**config.mk**
```make
export PLATFORM = sky130hd
export DESIGN_NAME = keyed_alias_table_oldest_evict_flat
export DESIGN_NICKNAME = d
export VERILOG_FILES = /design/src/hw/rtl/kat_pkg.sv /design/src/hw/rtl/kat_in_if.sv /design/src/hw/rtl/kat_out_if.sv /design/src/hw/rtl/kat_queue.sv /design/src/hw/rtl/kat_front.sv /design/src/hw/rtl/kat_back.sv /design/src/hw/rtl/keyed_alias_table_oldest_evict.sv /design/src/flat_wrapper.sv
export SDC_FILE = /design/constraint.sdc
export NUM_CORES = 2
export LEC_CHECK = 0
export BUFFER_PORTS_ARGS = -buffer_cell sky130_fd_sc_hd__buf_2
export CORE_MARGIN = 2
export CORE_UTILIZATION = 45
export CTS_BUF_LIST = sky130_fd_sc_hd__clkbuf_16
export DETAILED_ROUTE_END_ITERATION = 8
export HOLD_SLACK_MARGIN = 0.08
export PLACE_DENSITY = 0.7
export SLEW_MARGIN = 20
export SYNTH_ARGS = -nofsm -noshare
export SYNTH_HDL_FRONTEND = slang
export SYNTH_SLANG_ARGS = --single-unit
```
**constraint.sdc**
```tcl
create_clock -name clk -period 13.35 [get_ports clk]
set_input_delay 2.67 -clock clk [delete_from_list [all_inputs] [get_ports clk]]
set_output_delay 2.67 -clock clk [all_outputs]
set_load 0.02 [all_outputs]
```
**src/hw/rtl/kat_pkg.sv**
```systemverilog
// Shared types, codes and helpers for the keyed alias table.
// No dependencies; every module of the block uses this package, the interfaces do not.
package kat_pkg;

    localparam int ENTRIES_DEF  = 16;
    localparam int MAX_TEXT_DEF = 16;
    localparam int QUEUE_DEPTH  = 2;

    typedef enum logic [1:0] {
        OP_SET    = 2'd0,
        OP_CLEAR  = 2'd1,
        OP_LOOKUP = 2'd2,
        OP_NONE   = 2'd3
    } op_t;

    typedef enum logic [1:0] {
        ST_OK     = 2'd0,
        ST_REJECT = 2'd1,
        ST_MISS   = 2'd2
    } status_t;

    typedef enum logic [1:0] {
        CMD_SET    = 2'd0,
        CMD_CLEAR  = 2'd1,
        CMD_LOOKUP = 2'd2,
        CMD_REJECT = 2'd3
    } cmd_kind_t;

    typedef struct packed {
        cmd_kind_t   kind;
        logic [31:0] key;
        logic [31:0] stamp;
    } cmd_hdr_t;

    localparam int HDR_W = $bits(cmd_hdr_t);

    typedef enum logic [3:0] {
        S_IDLE,
        S_TRIM,
        S_SCAN,
        S_DISPATCH,
        S_COPY,
        S_META,
        S_RESULT,
        S_LREAD,
        S_LEMIT
    } bk_state_t;

    localparam logic [7:0] CONT_MASK = 8'hC0;
    localparam logic [7:0] CONT_CODE = 8'h80;

    function automatic logic is_cont(input logic [7:0] b);
        return (b & CONT_MASK) == CONT_CODE;
    endfunction

endpackage

```
**src/hw/rtl/kat_in_if.sv**
```systemverilog
// Request channel of the keyed alias table: valid/ready plus one input item.
// Depends on nothing.
interface kat_in_if;
    logic        valid;
    logic        ready;
    logic [1:0]  opcode;
    logic [31:0] node_id;
    logic [7:0]  text_byte;
    logic        last_byte;
    logic [31:0] now_time;

    modport source (output valid, opcode, node_id, text_byte, last_byte, now_time,
                    input ready);
    modport sink   (input valid, opcode, node_id, text_byte, last_byte, now_time,
                    output ready);
endinterface

```
**src/hw/rtl/kat_out_if.sv**
```systemverilog
// Response channel of the keyed alias table: valid/ready plus one result item.
// Depends on nothing.
interface kat_out_if;
    logic        valid;
    logic        ready;
    logic [1:0]  status;
    logic [7:0]  out_byte;
    logic [4:0]  alias_length;
    logic        last_result;

    modport source (output valid, status, out_byte, alias_length, last_result,
                    input ready);
    modport sink   (input valid, status, out_byte, alias_length, last_result,
                    output ready);
endinterface

```
**src/hw/rtl/kat_queue.sv**
```systemverilog
// Small command FIFO between the front and back parts of the alias table.
// Depends on kat_pkg for the default depth.
module kat_queue #(
    parameter int WIDTH = 8,
    parameter int DEPTH = kat_pkg::QUEUE_DEPTH
) (
    input  logic             clk,
    input  logic             rst_n,
    input  logic             push,
    input  logic [WIDTH-1:0] push_data,
    output logic             full,
    input  logic             pop,
    output logic             not_empty,
    output logic [WIDTH-1:0] pop_data
);
    localparam int PW = (DEPTH > 1) ? $clog2(DEPTH) : 1;

    logic [WIDTH-1:0] mem_reg [DEPTH];
    logic [PW-1:0]    wptr_reg, rptr_reg;
    logic [PW:0]      fill_reg;

    assign full      = (fill_reg == (PW+1)'(DEPTH));
    assign not_empty = (fill_reg != '0);
    assign pop_data  = mem_reg[rptr_reg];

    always_ff @(posedge clk)
    begin
        if (push)
        begin
            mem_reg[wptr_reg] <= push_data;
        end
    end

    always_ff @(posedge clk or negedge rst_n)
    begin
        if (!rst_n)
        begin
            wptr_reg <= '0;
            rptr_reg <= '0;
            fill_reg <= '0;
        end
        else
        begin
            if (push)
            begin
                wptr_reg <= (wptr_reg == PW'(DEPTH - 1)) ? '0 : wptr_reg + 1'b1;
            end
            if (pop)
            begin
                rptr_reg <= (rptr_reg == PW'(DEPTH - 1)) ? '0 : rptr_reg + 1'b1;
            end
            if (push && !pop)
            begin
                fill_reg <= fill_reg + 1'b1;
            end
            else if (pop && !push)
            begin
                fill_reg <= fill_reg - 1'b1;
            end
        end
    end

    push_when_full: assert property (@(posedge clk) disable iff (!rst_n)
        full |-> !push || pop)
        else $error("command queue overrun");
    pop_when_empty: assert property (@(posedge clk) disable iff (!rst_n)
        pop |-> not_empty)
        else $error("command queue underrun");
    fill_bound: assert property (@(posedge clk) disable iff (!rst_n)
        fill_reg <= (PW+1)'(DEPTH))
        else $error("command queue fill count out of range");
endmodule

```
**src/hw/rtl/kat_front.sv**
```systemverilog
// Front part of the alias table: takes requests, stages set bytes and queues
// classified commands. Depends on kat_pkg and kat_in_if.
module kat_front #(
    parameter int MAX_TEXT = kat_pkg::MAX_TEXT_DEF
) (
    input  logic clk,
    input  logic rst_n,
    kat_in_if.sink cmd,
    output logic push,
    output logic [kat_pkg::HDR_W+$clog2(MAX_TEXT+2)+8+8*MAX_TEXT-1:0] push_data,
    input  logic full
);
    import kat_pkg::*;

    localparam int CW  = $clog2(MAX_TEXT + 2);
    localparam int TXW = 8 * MAX_TEXT;

    logic [7:0]    txt_reg [MAX_TEXT];
    logic [7:0]    txt_next [MAX_TEXT];
    logic [CW-1:0] cnt_reg, cnt_next;
    logic [7:0]    ovf_reg, ovf_next;
    logic [TXW-1:0] txt_flat;
    logic          is_set, ends_item, accept;
    cmd_hdr_t      hdr;

    assign is_set    = (cmd.opcode == OP_SET);
    assign ends_item = is_set ? cmd.last_byte
                              : (cmd.opcode == OP_CLEAR || cmd.opcode == OP_LOOKUP);
    assign cmd.ready = !ends_item || !full;
    assign accept    = cmd.valid && cmd.ready;
    assign push      = accept && ends_item;

    // staging after this byte
    always_comb
    begin
        for (int i = 0; i < MAX_TEXT; i++)
        begin
            txt_next[i] = (cnt_reg == CW'(i)) ? cmd.text_byte : txt_reg[i];
            txt_flat[8*i +: 8] = txt_next[i];
        end
        cnt_next = (cnt_reg <= CW'(MAX_TEXT)) ? cnt_reg + 1'b1 : cnt_reg;
        ovf_next = (cnt_reg == CW'(MAX_TEXT)) ? cmd.text_byte : ovf_reg;
    end

    always_comb
    begin
        hdr.key   = cmd.node_id;
        hdr.stamp = cmd.now_time;
        case (cmd.opcode)
            OP_SET:    hdr.kind = CMD_SET;
            OP_CLEAR:  hdr.kind = CMD_CLEAR;
            OP_LOOKUP: hdr.kind = CMD_LOOKUP;
            default:   hdr.kind = CMD_REJECT;
        endcase
        if (cmd.node_id == '0)
        begin
            hdr.kind = CMD_REJECT;
        end
    end

    assign push_data = {hdr, cnt_next, ovf_next, txt_flat};

    always_ff @(posedge clk)
    begin
        if (accept && is_set && !cmd.last_byte)
        begin
            for (int i = 0; i < MAX_TEXT; i++)
            begin
                txt_reg[i] <= txt_next[i];
            end
        end
    end

    always_ff @(posedge clk or negedge rst_n)
    begin
        if (!rst_n)
        begin
            cnt_reg <= '0;
            ovf_reg <= '0;
        end
        else if (accept && is_set)
        begin
            cnt_reg <= cmd.last_byte ? '0 : cnt_next;
            ovf_reg <= ovf_next;
        end
    end
endmodule

```
**src/hw/rtl/kat_back.sv**
```systemverilog
// Back part of the alias table: trims, scans the entries, commits, clears and
// streams lookups. Depends on kat_pkg and kat_out_if.
module kat_back #(
    parameter int ENTRIES  = kat_pkg::ENTRIES_DEF,
    parameter int MAX_TEXT = kat_pkg::MAX_TEXT_DEF
) (
    input  logic clk,
    input  logic rst_n,
    input  logic q_valid,
    input  logic [kat_pkg::HDR_W+$clog2(MAX_TEXT+2)+8+8*MAX_TEXT-1:0] q_data,
    output logic pop,
    kat_out_if.source rsp
);
    import kat_pkg::*;

    localparam int CW  = $clog2(MAX_TEXT + 2);
    localparam int LW  = $clog2(MAX_TEXT + 1);
    localparam int KW  = (MAX_TEXT > 1) ? $clog2(MAX_TEXT) : 1;
    localparam int IW  = $clog2(ENTRIES);
    localparam int TXW = 8 * MAX_TEXT;
    localparam int AW  = $clog2(ENTRIES * MAX_TEXT);

    // queue fields
    cmd_hdr_t      q_hdr;
    logic [CW-1:0] q_cnt;
    logic [7:0]    q_ovf;
    assign q_hdr = q_data[TXW+8+CW +: HDR_W];
    assign q_cnt = q_data[TXW+8 +: CW];
    assign q_ovf = q_data[TXW +: 8];

    // memories
    logic [31:0]   key_mem   [ENTRIES];
    logic [31:0]   stamp_mem [ENTRIES];
    logic [LW-1:0] len_mem   [ENTRIES];
    logic [7:0]    text_mem  [ENTRIES*MAX_TEXT];
    logic [31:0]   key_rd, stamp_rd;
    logic [LW-1:0] len_rd;
    logic [7:0]    text_rd;

    bk_state_t      state_reg, state_next;
    cmd_hdr_t       hdr_reg;
    logic [TXW-1:0] txt_reg;
    logic [LW-1:0]  len_reg, k_reg, flen_reg;
    logic           trim_reg;
    logic [IW:0]    scan_reg;
    logic           found_reg, free_reg, have_old_reg;
    logic [IW-1:0]  fidx_reg, freeidx_reg, oidx_reg, tgt_reg;
    logic [31:0]    old_stamp_reg;
    status_t        res_st_reg;
    logic [ENTRIES-1:0] valid_reg;

    logic           out_valid_reg, out_last_reg;
    logic [1:0]     out_status_reg;
    logic [7:0]     out_byte_reg;
    logic [4:0]     out_len_reg;

    logic           out_free, load_out, text_we, meta_we, trim_step;
    logic [IW-1:0]  eval_ix;
    logic [AW-1:0]  text_addr;
    logic [7:0]     trim_byte;
    logic [LW+4:0]  flen_ext;
    logic           q_trim;

    assign out_free  = !out_valid_reg || rsp.ready;
    assign eval_ix   = IW'(scan_reg - 1'b1);
    assign trim_byte = txt_reg[{len_reg[KW-1:0], 3'b000} +: 8];
    assign trim_step = (len_reg != '0) && is_cont(trim_byte);
    assign q_trim    = (q_cnt > CW'(MAX_TEXT)) && is_cont(q_ovf);
    assign flen_ext  = {5'b0, flen_reg};

    // next state
    always_comb
    begin
        state_next = state_reg;
        case (state_reg)
            S_IDLE:
            begin
                if (q_valid)
                begin
                    if (q_hdr.kind == CMD_REJECT)
                        state_next = S_RESULT;
                    else if (q_hdr.kind == CMD_SET && q_trim)
                        state_next = S_TRIM;
                    else
                        state_next = S_SCAN;
                end
            end
            S_TRIM:
            begin
                if (!trim_reg && !trim_step)
                    state_next = S_SCAN;
            end
            S_SCAN:
            begin
                if (scan_reg == (IW+1)'(ENTRIES))
                    state_next = S_DISPATCH;
            end
            S_DISPATCH:
            begin
                case (hdr_reg.kind)
                    CMD_SET:
                        state_next = (len_reg == '0) ? S_META : S_COPY;
                    CMD_LOOKUP:
                        state_next = (found_reg && flen_reg != '0) ? S_LREAD : S_RESULT;
                    default:
                        state_next = S_RESULT;
                endcase
            end
            S_COPY:
            begin
                if (k_reg == len_reg - 1'b1)
                    state_next = S_META;
            end
            S_META:
                state_next = S_RESULT;
            S_RESULT:
            begin
                if (out_free)
                    state_next = S_IDLE;
            end
            S_LREAD:
                state_next = S_LEMIT;
            S_LEMIT:
            begin
                if (out_free)
                    state_next = (k_reg == flen_reg - 1'b1) ? S_IDLE : S_LREAD;
            end
            default:
                state_next = S_IDLE;
        endcase
    end

    // outputs of the sequencer
    always_comb
    begin
        pop       = 1'b0;
        load_out  = 1'b0;
        text_we   = 1'b0;
        meta_we   = 1'b0;
        text_addr = AW'(tgt_reg) * AW'(MAX_TEXT) + AW'(k_reg);
        case (state_reg)
            S_IDLE:   pop = q_valid;
            S_COPY:   text_we = 1'b1;
            S_META:   meta_we = 1'b1;
            S_RESULT: load_out = out_free;
            S_LREAD:  text_addr = AW'(fidx_reg) * AW'(MAX_TEXT) + AW'(k_reg);
            S_LEMIT:  load_out = out_free;
            default:  pop = 1'b0;
        endcase
    end

    // entry memories, registered reads
    always_ff @(posedge clk)
    begin
        if (meta_we)
        begin
            key_mem[tgt_reg]   <= hdr_reg.key;
            stamp_mem[tgt_reg] <= hdr_reg.stamp;
            len_mem[tgt_reg]   <= len_reg;
        end
        key_rd   <= key_mem[scan_reg[IW-1:0]];
        stamp_rd <= stamp_mem[scan_reg[IW-1:0]];
        len_rd   <= len_mem[scan_reg[IW-1:0]];
    end

    always_ff @(posedge clk)
    begin
        if (text_we)
        begin
            text_mem[text_addr] <= txt_reg[{k_reg[KW-1:0], 3'b000} +: 8];
        end
        if (state_reg == S_LREAD)
        begin
            text_rd <= text_mem[text_addr];
        end
    end

    always_ff @(posedge clk or negedge rst_n)
    begin
        if (!rst_n)
        begin
            state_reg     <= S_IDLE;
            hdr_reg       <= '0;
            txt_reg       <= '0;
            len_reg       <= '0;
            k_reg         <= '0;
            flen_reg      <= '0;
            trim_reg      <= 1'b0;
            scan_reg      <= '0;
            found_reg     <= 1'b0;
            free_reg      <= 1'b0;
            have_old_reg  <= 1'b0;
            fidx_reg      <= '0;
            freeidx_reg   <= '0;
            oidx_reg      <= '0;
            tgt_reg       <= '0;
            old_stamp_reg <= '0;
            res_st_reg    <= ST_OK;
            valid_reg     <= '0;
        end
        else
        begin
            state_reg <= state_next;
            case (state_reg)
                S_IDLE:
                begin
                    if (q_valid)
                    begin
                        hdr_reg      <= q_hdr;
                        txt_reg      <= q_data[TXW-1:0];
                        len_reg      <= (q_cnt > CW'(MAX_TEXT)) ? LW'(MAX_TEXT)
                                                                : q_cnt[LW-1:0];
                        trim_reg     <= q_trim;
                        scan_reg     <= '0;
                        found_reg    <= 1'b0;
                        free_reg     <= 1'b0;
                        have_old_reg <= 1'b0;
                        res_st_reg   <= (q_hdr.kind == CMD_REJECT) ? ST_REJECT : ST_OK;
                    end
                end
                S_TRIM:
                begin
                    if (trim_reg)
                    begin
                        len_reg  <= len_reg - 1'b1;
                        trim_reg <= 1'b0;
                    end
                    else if (trim_step)
                    begin
                        len_reg <= len_reg - 1'b1;
                    end
                end
                S_SCAN:
                begin
                    scan_reg <= scan_reg + 1'b1;
                    if (scan_reg != '0)
                    begin
                        if (valid_reg[eval_ix] && key_rd == hdr_reg.key && !found_reg)
                        begin
                            found_reg <= 1'b1;
                            fidx_reg  <= eval_ix;
                            flen_reg  <= len_rd;
                        end
                        if (!valid_reg[eval_ix] && !free_reg)
                        begin
                            free_reg    <= 1'b1;
                            freeidx_reg <= eval_ix;
                        end
                        if (valid_reg[eval_ix] && (!have_old_reg || stamp_rd < old_stamp_reg))
                        begin
                            have_old_reg  <= 1'b1;
                            old_stamp_reg <= stamp_rd;
                            oidx_reg      <= eval_ix;
                        end
                    end
                end
                S_DISPATCH:
                begin
                    k_reg   <= '0;
                    tgt_reg <= found_reg ? fidx_reg : (free_reg ? freeidx_reg : oidx_reg);
                    if (hdr_reg.kind == CMD_LOOKUP && !found_reg)
                        res_st_reg <= ST_MISS;
                    if (hdr_reg.kind == CMD_CLEAR && found_reg)
                        valid_reg[fidx_reg] <= 1'b0;
                end
                S_COPY:
                    k_reg <= k_reg + 1'b1;
                S_META:
                    valid_reg[tgt_reg] <= 1'b1;
                S_LEMIT:
                begin
                    if (out_free)
                        k_reg <= k_reg + 1'b1;
                end
                default:
                    k_reg <= k_reg;
            endcase
        end
    end

    // output register
    always_ff @(posedge clk or negedge rst_n)
    begin
        if (!rst_n)
        begin
            out_valid_reg  <= 1'b0;
            out_status_reg <= ST_OK;
            out_byte_reg   <= '0;
            out_len_reg    <= '0;
            out_last_reg   <= 1'b0;
        end
        else if (load_out)
        begin
            out_valid_reg <= 1'b1;
            if (state_reg == S_LEMIT)
            begin
                out_status_reg <= ST_OK;
                out_byte_reg   <= text_rd;
                out_len_reg    <= flen_ext[4:0];
                out_last_reg   <= (k_reg == flen_reg - 1'b1);
            end
            else
            begin
                out_status_reg <= res_st_reg;
                out_byte_reg   <= '0;
                out_len_reg    <= '0;
                out_last_reg   <= 1'b1;
            end
        end
        else if (rsp.ready)
        begin
            out_valid_reg <= 1'b0;
        end
    end

    assign rsp.valid        = out_valid_reg;
    assign rsp.status       = out_status_reg;
    assign rsp.out_byte     = out_byte_reg;
    assign rsp.alias_length = out_len_reg;
    assign rsp.last_result  = out_last_reg;

    copy_in_range: assert property (@(posedge clk) disable iff (!rst_n)
        state_reg == S_COPY |-> k_reg < len_reg)
        else $error("text copy ran past the committed length");
    found_is_valid: assert property (@(posedge clk) disable iff (!rst_n)
        state_reg == S_DISPATCH && found_reg |-> valid_reg[fidx_reg])
        else $error("matched entry is not valid");
    stream_has_text: assert property (@(posedge clk) disable iff (!rst_n)
        state_reg == S_LEMIT |-> found_reg && flen_reg != '0 && k_reg < flen_reg)
        else $error("lookup stream without stored text");
    commit_marks_valid: assert property (@(posedge clk) disable iff (!rst_n)
        state_reg == S_META |=> valid_reg[$past(tgt_reg)])
        else $error("committed entry not marked valid");
endmodule

```
**src/hw/rtl/keyed_alias_table_oldest_evict.sv**
```systemverilog
// Keyed alias table, top level: front part, command queue and back part.
// Depends on kat_pkg, kat_in_if, kat_out_if, kat_front, kat_queue, kat_back.
//
// A table of ENTRIES slots, each holding a node id, a write time and up to
// MAX_TEXT text bytes. Opcode set streams text one byte per transfer; the
// transfer marked last commits it to the slot holding the node id, else the
// lowest free slot, else the slot with the oldest time (lower index on a tie).
// Text beyond MAX_TEXT is dropped; when the first dropped byte is a UTF-8
// continuation byte the kept text is cut back to the last full character.
// Clear frees a slot; lookup returns the stored bytes one per transfer, or a
// single not-found result. Node id zero gives one rejected result. Every
// clear, lookup and final set byte ends with one result marked last_result;
// opcode 3 is dropped with no result.
// A set byte that is not last is only staged in the front part and yields
// nothing. Each other command is queued (two deep) and then run by the back
// part: it is taken from the queue, a set is trimmed one byte at a time if
// needed, the entries are scanned (one slot read per cycle) and the command
// is dispatched. Then a clear, a miss or an empty lookup posts its result; a
// set copies one byte per cycle, writes the slot and posts its result; a
// found lookup reads and then emits each returned byte in turn. A zero node
// id skips the scan and goes straight to its result. Each result waits in
// the output register while rsp.ready is low. The table is empty right after
// reset; there is no clearing pass.
module keyed_alias_table_oldest_evict #(
    parameter int ENTRIES  = kat_pkg::ENTRIES_DEF,
    parameter int MAX_TEXT = kat_pkg::MAX_TEXT_DEF
) (
    input  logic clk,
    input  logic rst_n,
    kat_in_if.sink    cmd,
    kat_out_if.source rsp
);
    import kat_pkg::*;

    // queued command: header, staged count, overflow byte, staged text
    localparam int QW = HDR_W + $clog2(MAX_TEXT + 2) + 8 + 8 * MAX_TEXT;

    logic          push, full, pop, not_empty;
    logic [QW-1:0] push_data, pop_data;

    // classify and stage
    kat_front #(.MAX_TEXT(MAX_TEXT)) u_front (
        .clk       (clk),
        .rst_n     (rst_n),
        .cmd       (cmd),
        .push      (push),
        .push_data (push_data),
        .full      (full)
    );

    // hold commands so the front keeps taking bytes while the back works
    kat_queue #(.WIDTH(QW), .DEPTH(QUEUE_DEPTH)) u_queue (
        .clk       (clk),
        .rst_n     (rst_n),
        .push      (push),
        .push_data (push_data),
        .full      (full),
        .pop       (pop),
        .not_empty (not_empty),
        .pop_data  (pop_data)
    );

    // scan, commit and answer
    kat_back #(.ENTRIES(ENTRIES), .MAX_TEXT(MAX_TEXT)) u_back (
        .clk     (clk),
        .rst_n   (rst_n),
        .q_valid (not_empty),
        .q_data  (pop_data),
        .pop     (pop),
        .rsp     (rsp)
    );
endmodule

```
**src/flat_wrapper.sv**
```systemverilog
// flat-port wrapper written by rule: the top's interface ports become plain ports
module keyed_alias_table_oldest_evict_flat import kat_pkg::*;
#(
    parameter int ENTRIES  = kat_pkg::ENTRIES_DEF,
    parameter int MAX_TEXT = kat_pkg::MAX_TEXT_DEF
)
  (clk, rst_n, cmd_valid, cmd_opcode, cmd_node_id, cmd_text_byte, cmd_last_byte, cmd_now_time, cmd_ready, rsp_valid, rsp_status, rsp_out_byte, rsp_alias_length, rsp_last_result, rsp_ready);
  kat_in_if cmd_i ();
  kat_out_if rsp_i ();
  input  logic clk;
  input  logic rst_n;
  input wire logic [$bits(cmd_i.valid)-1:0] cmd_valid;
  input wire logic [$bits(cmd_i.opcode)-1:0] cmd_opcode;
  input wire logic [$bits(cmd_i.node_id)-1:0] cmd_node_id;
  input wire logic [$bits(cmd_i.text_byte)-1:0] cmd_text_byte;
  input wire logic [$bits(cmd_i.last_byte)-1:0] cmd_last_byte;
  input wire logic [$bits(cmd_i.now_time)-1:0] cmd_now_time;
  output wire logic [$bits(cmd_i.ready)-1:0] cmd_ready;
  output wire logic [$bits(rsp_i.valid)-1:0] rsp_valid;
  output wire logic [$bits(rsp_i.status)-1:0] rsp_status;
  output wire logic [$bits(rsp_i.out_byte)-1:0] rsp_out_byte;
  output wire logic [$bits(rsp_i.alias_length)-1:0] rsp_alias_length;
  output wire logic [$bits(rsp_i.last_result)-1:0] rsp_last_result;
  input wire logic [$bits(rsp_i.ready)-1:0] rsp_ready;
  assign cmd_i.valid = cmd_valid;
  assign cmd_i.opcode = cmd_opcode;
  assign cmd_i.node_id = cmd_node_id;
  assign cmd_i.text_byte = cmd_text_byte;
  assign cmd_i.last_byte = cmd_last_byte;
  assign cmd_i.now_time = cmd_now_time;
  assign cmd_ready = cmd_i.ready;
  assign rsp_valid = rsp_i.valid;
  assign rsp_status = rsp_i.status;
  assign rsp_out_byte = rsp_i.out_byte;
  assign rsp_alias_length = rsp_i.alias_length;
  assign rsp_last_result = rsp_i.last_result;
  assign rsp_i.ready = rsp_ready;
  keyed_alias_table_oldest_evict #(.ENTRIES(ENTRIES), .MAX_TEXT(MAX_TEXT)) u_core (.clk(clk), .rst_n(rst_n), .cmd(cmd_i), .rsp(rsp_i));
endmodule
```
Yosys cells after proc, flatten, opt, wreduce, memory -nomap -nowiden
Memories as Yosys holds them, arrays and structs flattened. A register that Yosys moved wholly into a read port is not among the register bits.
Index checks and enable logic that the tools add are counted.
{"block": "classes", "add_sub_neg": 12, "order_cmp": 8, "n_eq_ne": 49, "shifts": 2, "mux": 93, "bitwise": 3, "reduce_logical": 68}
{"op": "128-bit by 8-bit variable part select with 8-bit output", "count": 2}
{"op": "8-bit two-way mux", "count": 19}
{"op": "5-bit two-way mux", "count": 9}
{"op": "5-bit by 4-bit equality test with 1-bit output, second input constant", "count": 8}
{"op": "4-bit one-hot mux with 9 select lines", "count": 1}
{"op": "32-bit equality test", "count": 1}
{"op": "32-bit zero test", "count": 1}
{"op": "32-bit less-than comparator", "count": 1}
{"op": "1-bit two-way mux", "count": 32}
{"op": "4-bit two-way mux", "count": 8}
{"op": "16-bit one-hot mux with 2 select lines", "count": 1}
{"op": "2-bit != test, second input constant", "count": 12}
{"op": "5-bit by 3-bit equality test with 1-bit output, second input constant", "count": 4}
{"op": "5-bit one-hot mux with 2 select lines", "count": 2}
{"op": "1-bit logical AND", "count": 19}
{"op": "8-bit by 5-bit adder with 8-bit output", "count": 2}
{"op": "16-bit bitwise AND", "count": 1}
{"op": "4-bit by 3-bit equality test with 1-bit output, second input constant", "count": 4}
{"op": "16-bit two-way mux", "count": 1}
{"op": "16-bit NOT", "count": 1}
{"op": "16-bit bitwise OR", "count": 1}
{"op": "5-bit by 1-bit adder with 5-bit output, second input constant", "count": 3}
{"op": "4-bit by 5-bit less-than comparator with 1-bit output, second input constant", "count": 3}
{"op": "5-bit one-hot mux with 3 select lines", "count": 1}
{"op": "other kinds (38)", "count": 98}
{"block": "totals", "reg_bits": 322, "mem_bits_rw": 3694, "in_bits": 79, "output_inout_bits": 18, "wordCells": 271, "mem_count": 6}
{"memory": "u_core.u_back.text_mem", "words": 256, "width": 8, "read_ports": 1, "rd_ports_with_merged_regs": 1, "wr": 1, "line_no": "kat_back.sv:35", "source": "logic [7:0] text_mem [ENTRIES*MAX_TEXT];"}
{"memory": "u_core.u_back.key_mem", "words": 16, "width": 32, "read_ports": 1, "rd_ports_with_merged_regs": 1, "wr": 1, "line_no": "kat_back.sv:32", "source": "logic [31:0] key_mem [ENTRIES];"}
{"memory": "u_core.u_back.stamp_mem", "words": 16, "width": 32, "read_ports": 1, "rd_ports_with_merged_regs": 1, "wr": 1, "line_no": "kat_back.sv:33", "source": "logic [31:0] stamp_mem [ENTRIES];"}
{"memory": "u_core.u_queue.mem_reg", "words": 2, "width": 207, "read_ports": 1, "rd_ports_with_merged_regs": 0, "wr": 1, "line_no": "kat_queue.sv:18", "source": "logic [WIDTH-1:0] mem_reg [DEPTH];"}
{"memory": "u_core.u_front.txt_reg", "words": 16, "width": 8, "read_ports": 16, "rd_ports_with_merged_regs": 0, "wr": 16, "line_no": "kat_front.sv:18", "source": "logic [7:0] txt_reg [MAX_TEXT];"}
{"memory": "u_core.u_back.len_mem", "words": 16, "width": 5, "read_ports": 1, "rd_ports_with_merged_regs": 1, "wr": 1, "line_no": "kat_back.sv:34", "source": "logic [LW-1:0] len_mem [ENTRIES];"}

Logic depth before layout (Yosys ltp)
{"block": "logic_depth", "depth_word": 11, "mapped_depth": 15, "depth_no_buf": 12}

Cells and area by module
From an unflattened synthesis, not the netlist that was laid out.
{"block": "unflattened", "hier_cells": 8400, "area_unflattened_um2": 160521.5}
{"module": "kat_back", "n_inst": 1, "cells_per_inst": 7288, "area_per_inst_um2": 137903.5, "seq_area_each_um2": 103904.7}
{"module": "kat_queue", "n_inst": 1, "cells_per_inst": 660, "area_per_inst_um2": 15539.9, "seq_area_each_um2": 12532.0}
{"module": "kat_front", "n_inst": 1, "cells_per_inst": 452, "area_per_inst_um2": 7078.0, "seq_area_each_um2": 4169.0}

Worst setup path after synthesis
Ideal clock, no wire load.
{"block": "synth_timing", "path_kind": "input-to-reg", "startpoint": "input port cmd_opcode[0]", "endpoint": "memory u_core.u_queue.mem_reg[0][0] (netlist bit), enable pin", "setup_ns": 0.767, "t_arrival_ns": 12.018, "required_ns": 12.583, "setup_slack_ns": 0.566, "cell_stages": 6, "n_path_buf": 0, "cell_sequence": "inv_1 > ha_1 > mux2_2 > nand3b_1 > nand3_1 > nor2_1"}
{"block": "synth_between", "elab_chain_len": 9, "elab_cells_between_ends": 11, "classes_between": "eq/ne: 2; mux: 3; reduce/logical: 6"}
{"element": "start, declared", "line_no": "flat_wrapper.sv:13", "source": "input wire logic [$bits(cmd_i.opcode)-1:0] cmd_opcode;"}
{"element": "2-bit by 1-bit equality test with 1-bit output or 2-bit equality test (tied branches)", "line_no": "kat_front.sv:28", "source": ": (cmd.opcode == OP_CLEAR || cmd.opcode == OP_LOOKUP);"}
{"element": "1-bit logical OR", "line_no": "kat_front.sv:28"}
{"element": "1-bit two-way mux (*)", "line_no": "kat_front.sv:27", "source": "assign ends_item = is_set ? cmd.last_byte"}
{"element": "1-bit zero test (*)", "line_no": "kat_front.sv:29", "source": "assign cmd.ready = !ends_item || !full;"}
{"element": "1-bit logical OR (*)", "line_no": "kat_front.sv:29"}
{"element": "named net cmd_ready", "line_no": "flat_wrapper.sv:18", "source": "output wire logic [$bits(cmd_i.ready)-1:0] cmd_ready;"}
{"element": "1-bit logical AND (*)", "line_no": "kat_front.sv:30", "source": "assign accept = cmd.valid && cmd.ready;"}
{"element": "1-bit logical AND (*)", "line_no": "kat_front.sv:31", "source": "assign push = accept && ends_item;"}
{"element": "1-bit two-way mux (*)", "line_no": "kat_queue.sv:28", "source": "if (push)"}
{"element": "1-bit two-way mux (implied by the code) (*)", "line_no": "kat_queue.sv:30", "source": "mem_reg[wptr_reg] <= push_data;"}
{"element": "end, declared", "line_no": "kat_queue.sv:18"}
Mark *: on every way through the listed nets, which the timed path passes. The rest lies on a longest branch.

Worst setup path after layout
{"block": "layout_timing", "startpoint": "input port cmd_opcode[0]", "endpoint": "output port cmd_ready"}
{"block": "layout_between", "elab_chain_len": 5, "elab_cells_between_ends": 7, "classes_between": "eq/ne: 2; mux: 1; reduce/logical: 4"}
{"element": "2-bit by 1-bit equality test with 1-bit output or 2-bit equality test (tied branches)", "line_no": "kat_front.sv:28"}
{"element": "1-bit logical OR", "line_no": "kat_front.sv:28"}
{"element": "1-bit two-way mux (*)", "line_no": "kat_front.sv:27"}
{"element": "1-bit zero test (*)", "line_no": "kat_front.sv:29"}
{"element": "1-bit logical OR (*)", "line_no": "kat_front.sv:29"}
{"element": "end, declared", "line_no": "flat_wrapper.sv:18"}
Mark *: on every way between the ends. The rest lies on a longest branch, timed or not.

==> flow_summary.json <==
{
  "cp_top_family": "buffers and inverters",
  "tightest_slew_ns": 1.202,
  "wl_per_cell_um": 28.28,
  "clkSlewWorstSetupHoldPaths_ns": 0.06,
  "synth_area_leader_cell": "edfxtp_1",
  "slew_violations": 0,
  "finalInstanceArea_um2": 175900,
  "io_pins": 97,
  "cts_resized": 0,
  "overflow": 0,
  "largest_reg_flops": 2048,
  "syn_to_final_growth_pct": 11.68,
  "post-route-period-util_pct": 48.12,
  "core_um2": 348900,
  "final_antenna_net_count": 0,
  "cts_inserted_buffers": 396,
  "fin_cells": 13204,
  "finalSetupViolCount": 0,
  "grt_usage_pct": 20.66,
  "num_rows": 217,
  "grt_max_degree": 138,
  "die_area_um2": 354800,
  "synth-async-reset-ratio_pct": 7.755,
  "comb_power_share_pct": 26.9,
  "setup_ws_ns": 6.926,
  "ir_worst_vdd_mv": 0.3029,
  "drcViolationCount": 0,
  "power.density_nw_per_um2": 229.1,
  "wl_mm": 373.4,
  "cp.arrival_ns": 3.75,
  "cts.sinks": 4075,
  "syn_nets": 8199,
  "seq_power_share_pct": 46.5,
  "antenna_found_initial": 13,
  "pre_cts_ws_ns": 6.927,
  "crit_slowest_cell": "ha_1",
  "path_cells": "buf_2 -> inv_1 -> ha_1 -> mux2_2 -> nand3b_1 -> buf_2",
  "swShare_pct": 32.20,
  "p_leak_nw": 56.61,
  "ys_seq_elements": 4075,
  "synth_area_um2": 157500,
  "rsz0062_at_grt": "false",
  "portBuffers": 96,
  "cts_max_level": 5,
  "hold_path_class": "flop to flop",
  "vias": 78987,
  "fin_util_pct": 50.43,
  "tritoncts": "built",
  "yosysWarningCount": 0,
  "post_synth.cell_area_avg_um2": 19.53,
  "grt_pass1_wl_mm": 543.1,
  "power_mw": 40.32,
  "avgViaCountPerCell": 5.982,
  "crit_top_cell": "buf_2",
  "placed_cell_area_um2": 163400,
  "hold_slack_ns": 0.4523,
  "cts_setup_buffers": 0,
  "critPathKind": "input port to primary output",
  "initial_core_util_pct": 45.16,
  "top_register": "u_core.u_back.text_mem",
  "dp.cells": 12460,
  "power_switching_mw": 12.98,
  "synth_top_area_share_pct": 70.33,
  "die_h_um": 595.7,
  "firstDrtPassIters": 8,
  "hold_buffers": 0,
  "synth_cells": 8067,
  "p_int_mw": 27.33,
  "grt_pass1_vias": 79868,
  "fmax_ghz": 0.1557,
  "finalSetupTns_ns": 0,
  "fin_crit_ns": 6.424,
  "synth_flop_cell": "edfxtp_1",
  "cpPeakStageDelay_ns": 0.29,
  "synth_edf_count": 3690,
  "status": "finished, final reports clean",
  "maxSlewHeadroom_pct": 19.90,
  "drive_above_1_share_pct": 20.73,
  "hold_viol": 0,
  "clockRootBuffer": "clkbuf_16",
  "cp.required_ns": 10.68,
  "yosys.cell_types.count": 78,
  "path_buf_inv": 3,
  "max_cap_viol_count": 0,
  "synth_area_leaders": "edfxtp_1 (70%), mux4_2 (11%), dfrtp_1 (5.0%)",
  "gp_congestion": 0.8501,
  "die_w_um": 595.7,
  "p_clk_share_pct": 26.6,
  "drtIter0Drc": 9132,
  "cp_max_fo": 3,
  "skew_ns": 0.07380,
  "dp_hpwl_mm": 207.4,
  "insertion_delay_ns": 0.95,
  "startpoint_type": "input port",
  "top_regs": "u_core.u_back.text_mem: 2048 flops, u_core.u_back.key_mem: 512 flops, u_core.u_back.stamp_mem: 512 flops",
  "clk_path_buf_depth": 4,
  "synth-seq-area-share_pct": 76.23,
  "nets": 8394,
  "end_kind": "primary output"
}
==> Yosys cell counts (all sizes together) (29+ instances only) <==
master,count
nand3,48
ha,53
a221oi,75
a22o,36
mux4,736
inv,63
buf,198
nor2,616
clkbuf,250
nand2,188
edfxtp,3690
o21ai,172
a21oi,329
nand4,29
mux2,240
a22oi,128
xnor2,40
dfxtp,69
mux2i,487
dfrtp,316
==> metal layers <==
layer | up-vias | GRT usage, % | share of wire [%]
met2 | 3650 | 34.34 | 49
met1 | 41614 | 27.50 | 39
met3 | 711 | 3.766 | 8.2
li1 | 33004 | - | -
met5 | - | 0.1352 | 0.030
met4 | 8 | 7.137 | 3.7
==> placed cells by master (no fill, tap or decap), types with 95 or more instances in the layout <==
| cell | n |
|---|---|
| o21ai_0 | 129 |
| clkbuf_16 | 400 |
| mux2i_1 | 487 |
| buf_4 | 128 |
| edfxtp_1 | 3690 |
| dfrtp_1 | 307 |
| clkinv_1 | 116 |
| inv_1 | 149 |
| a22oi_1 | 128 |
| nand2_1 | 180 |
| buf_2 | 95 |
| a21oi_1 | 329 |
| mux2_2 | 201 |
| nor2_1 | 593 |
| mux4_2 | 728 |
==> power by group through the flow <==
stage          clock network [mW]  registers [mW]  logic [mW]
2_1_floorplan                   0            18.8        7.04
3_3_place_gp                    0            18.9        10.4
3_5_place_dp                    0            19.0        10.8
4_1_cts                      10.8            18.8        10.8
5_1_grt                      11.3            18.9        11.6
6_report                     10.7            18.8        10.8
==> final cells by class <==
type	instances	area, um^2
Timing Repair Buffer	245	1851
Clock inverter	335	2436
Multi-Input combinational cell	3480	35510
Inverter	64	245.2
Clock buffer	400	10010
Antenna cell	6	15.01
Tap cell	4599	5754
Fill cell	27104	172900
Sequential cell	4075	120100
==> kinds of logic after synthesis <==
group / synth area share (%)
buf+inv: 1.391
xor+xnor: 0.3336
simple gates: 2.779
compound gates: 3.511
fa+ha+maj: 0.4209
mux: 15.34
flops: 76.23
==> final timing paths <==
check	cells after the start	slack, ns	start	end
worst max-delay path	6	6.93	cmd_opcode[0]	cmd_ready
worst min register to register	1	0.45	u_core.u_back.len_rd[3]	u_core.u_back.flen_reg[3]
worst min-delay path	1	0.45	u_core.u_back.len_rd[3]	u_core.u_back.flen_reg[3]
min in group asynchronous	1	1.79	rst_n	u_core.u_back.old_stamp_reg[1]
worst max register to register	11	7.83	u_core.u_back.state_reg[1]	u_core.u_back.text_mem[161][0]
max in group asynchronous	3	9.22	rst_n	u_core.u_back.txt_reg[40]
(Power assumes the default switching activity.)
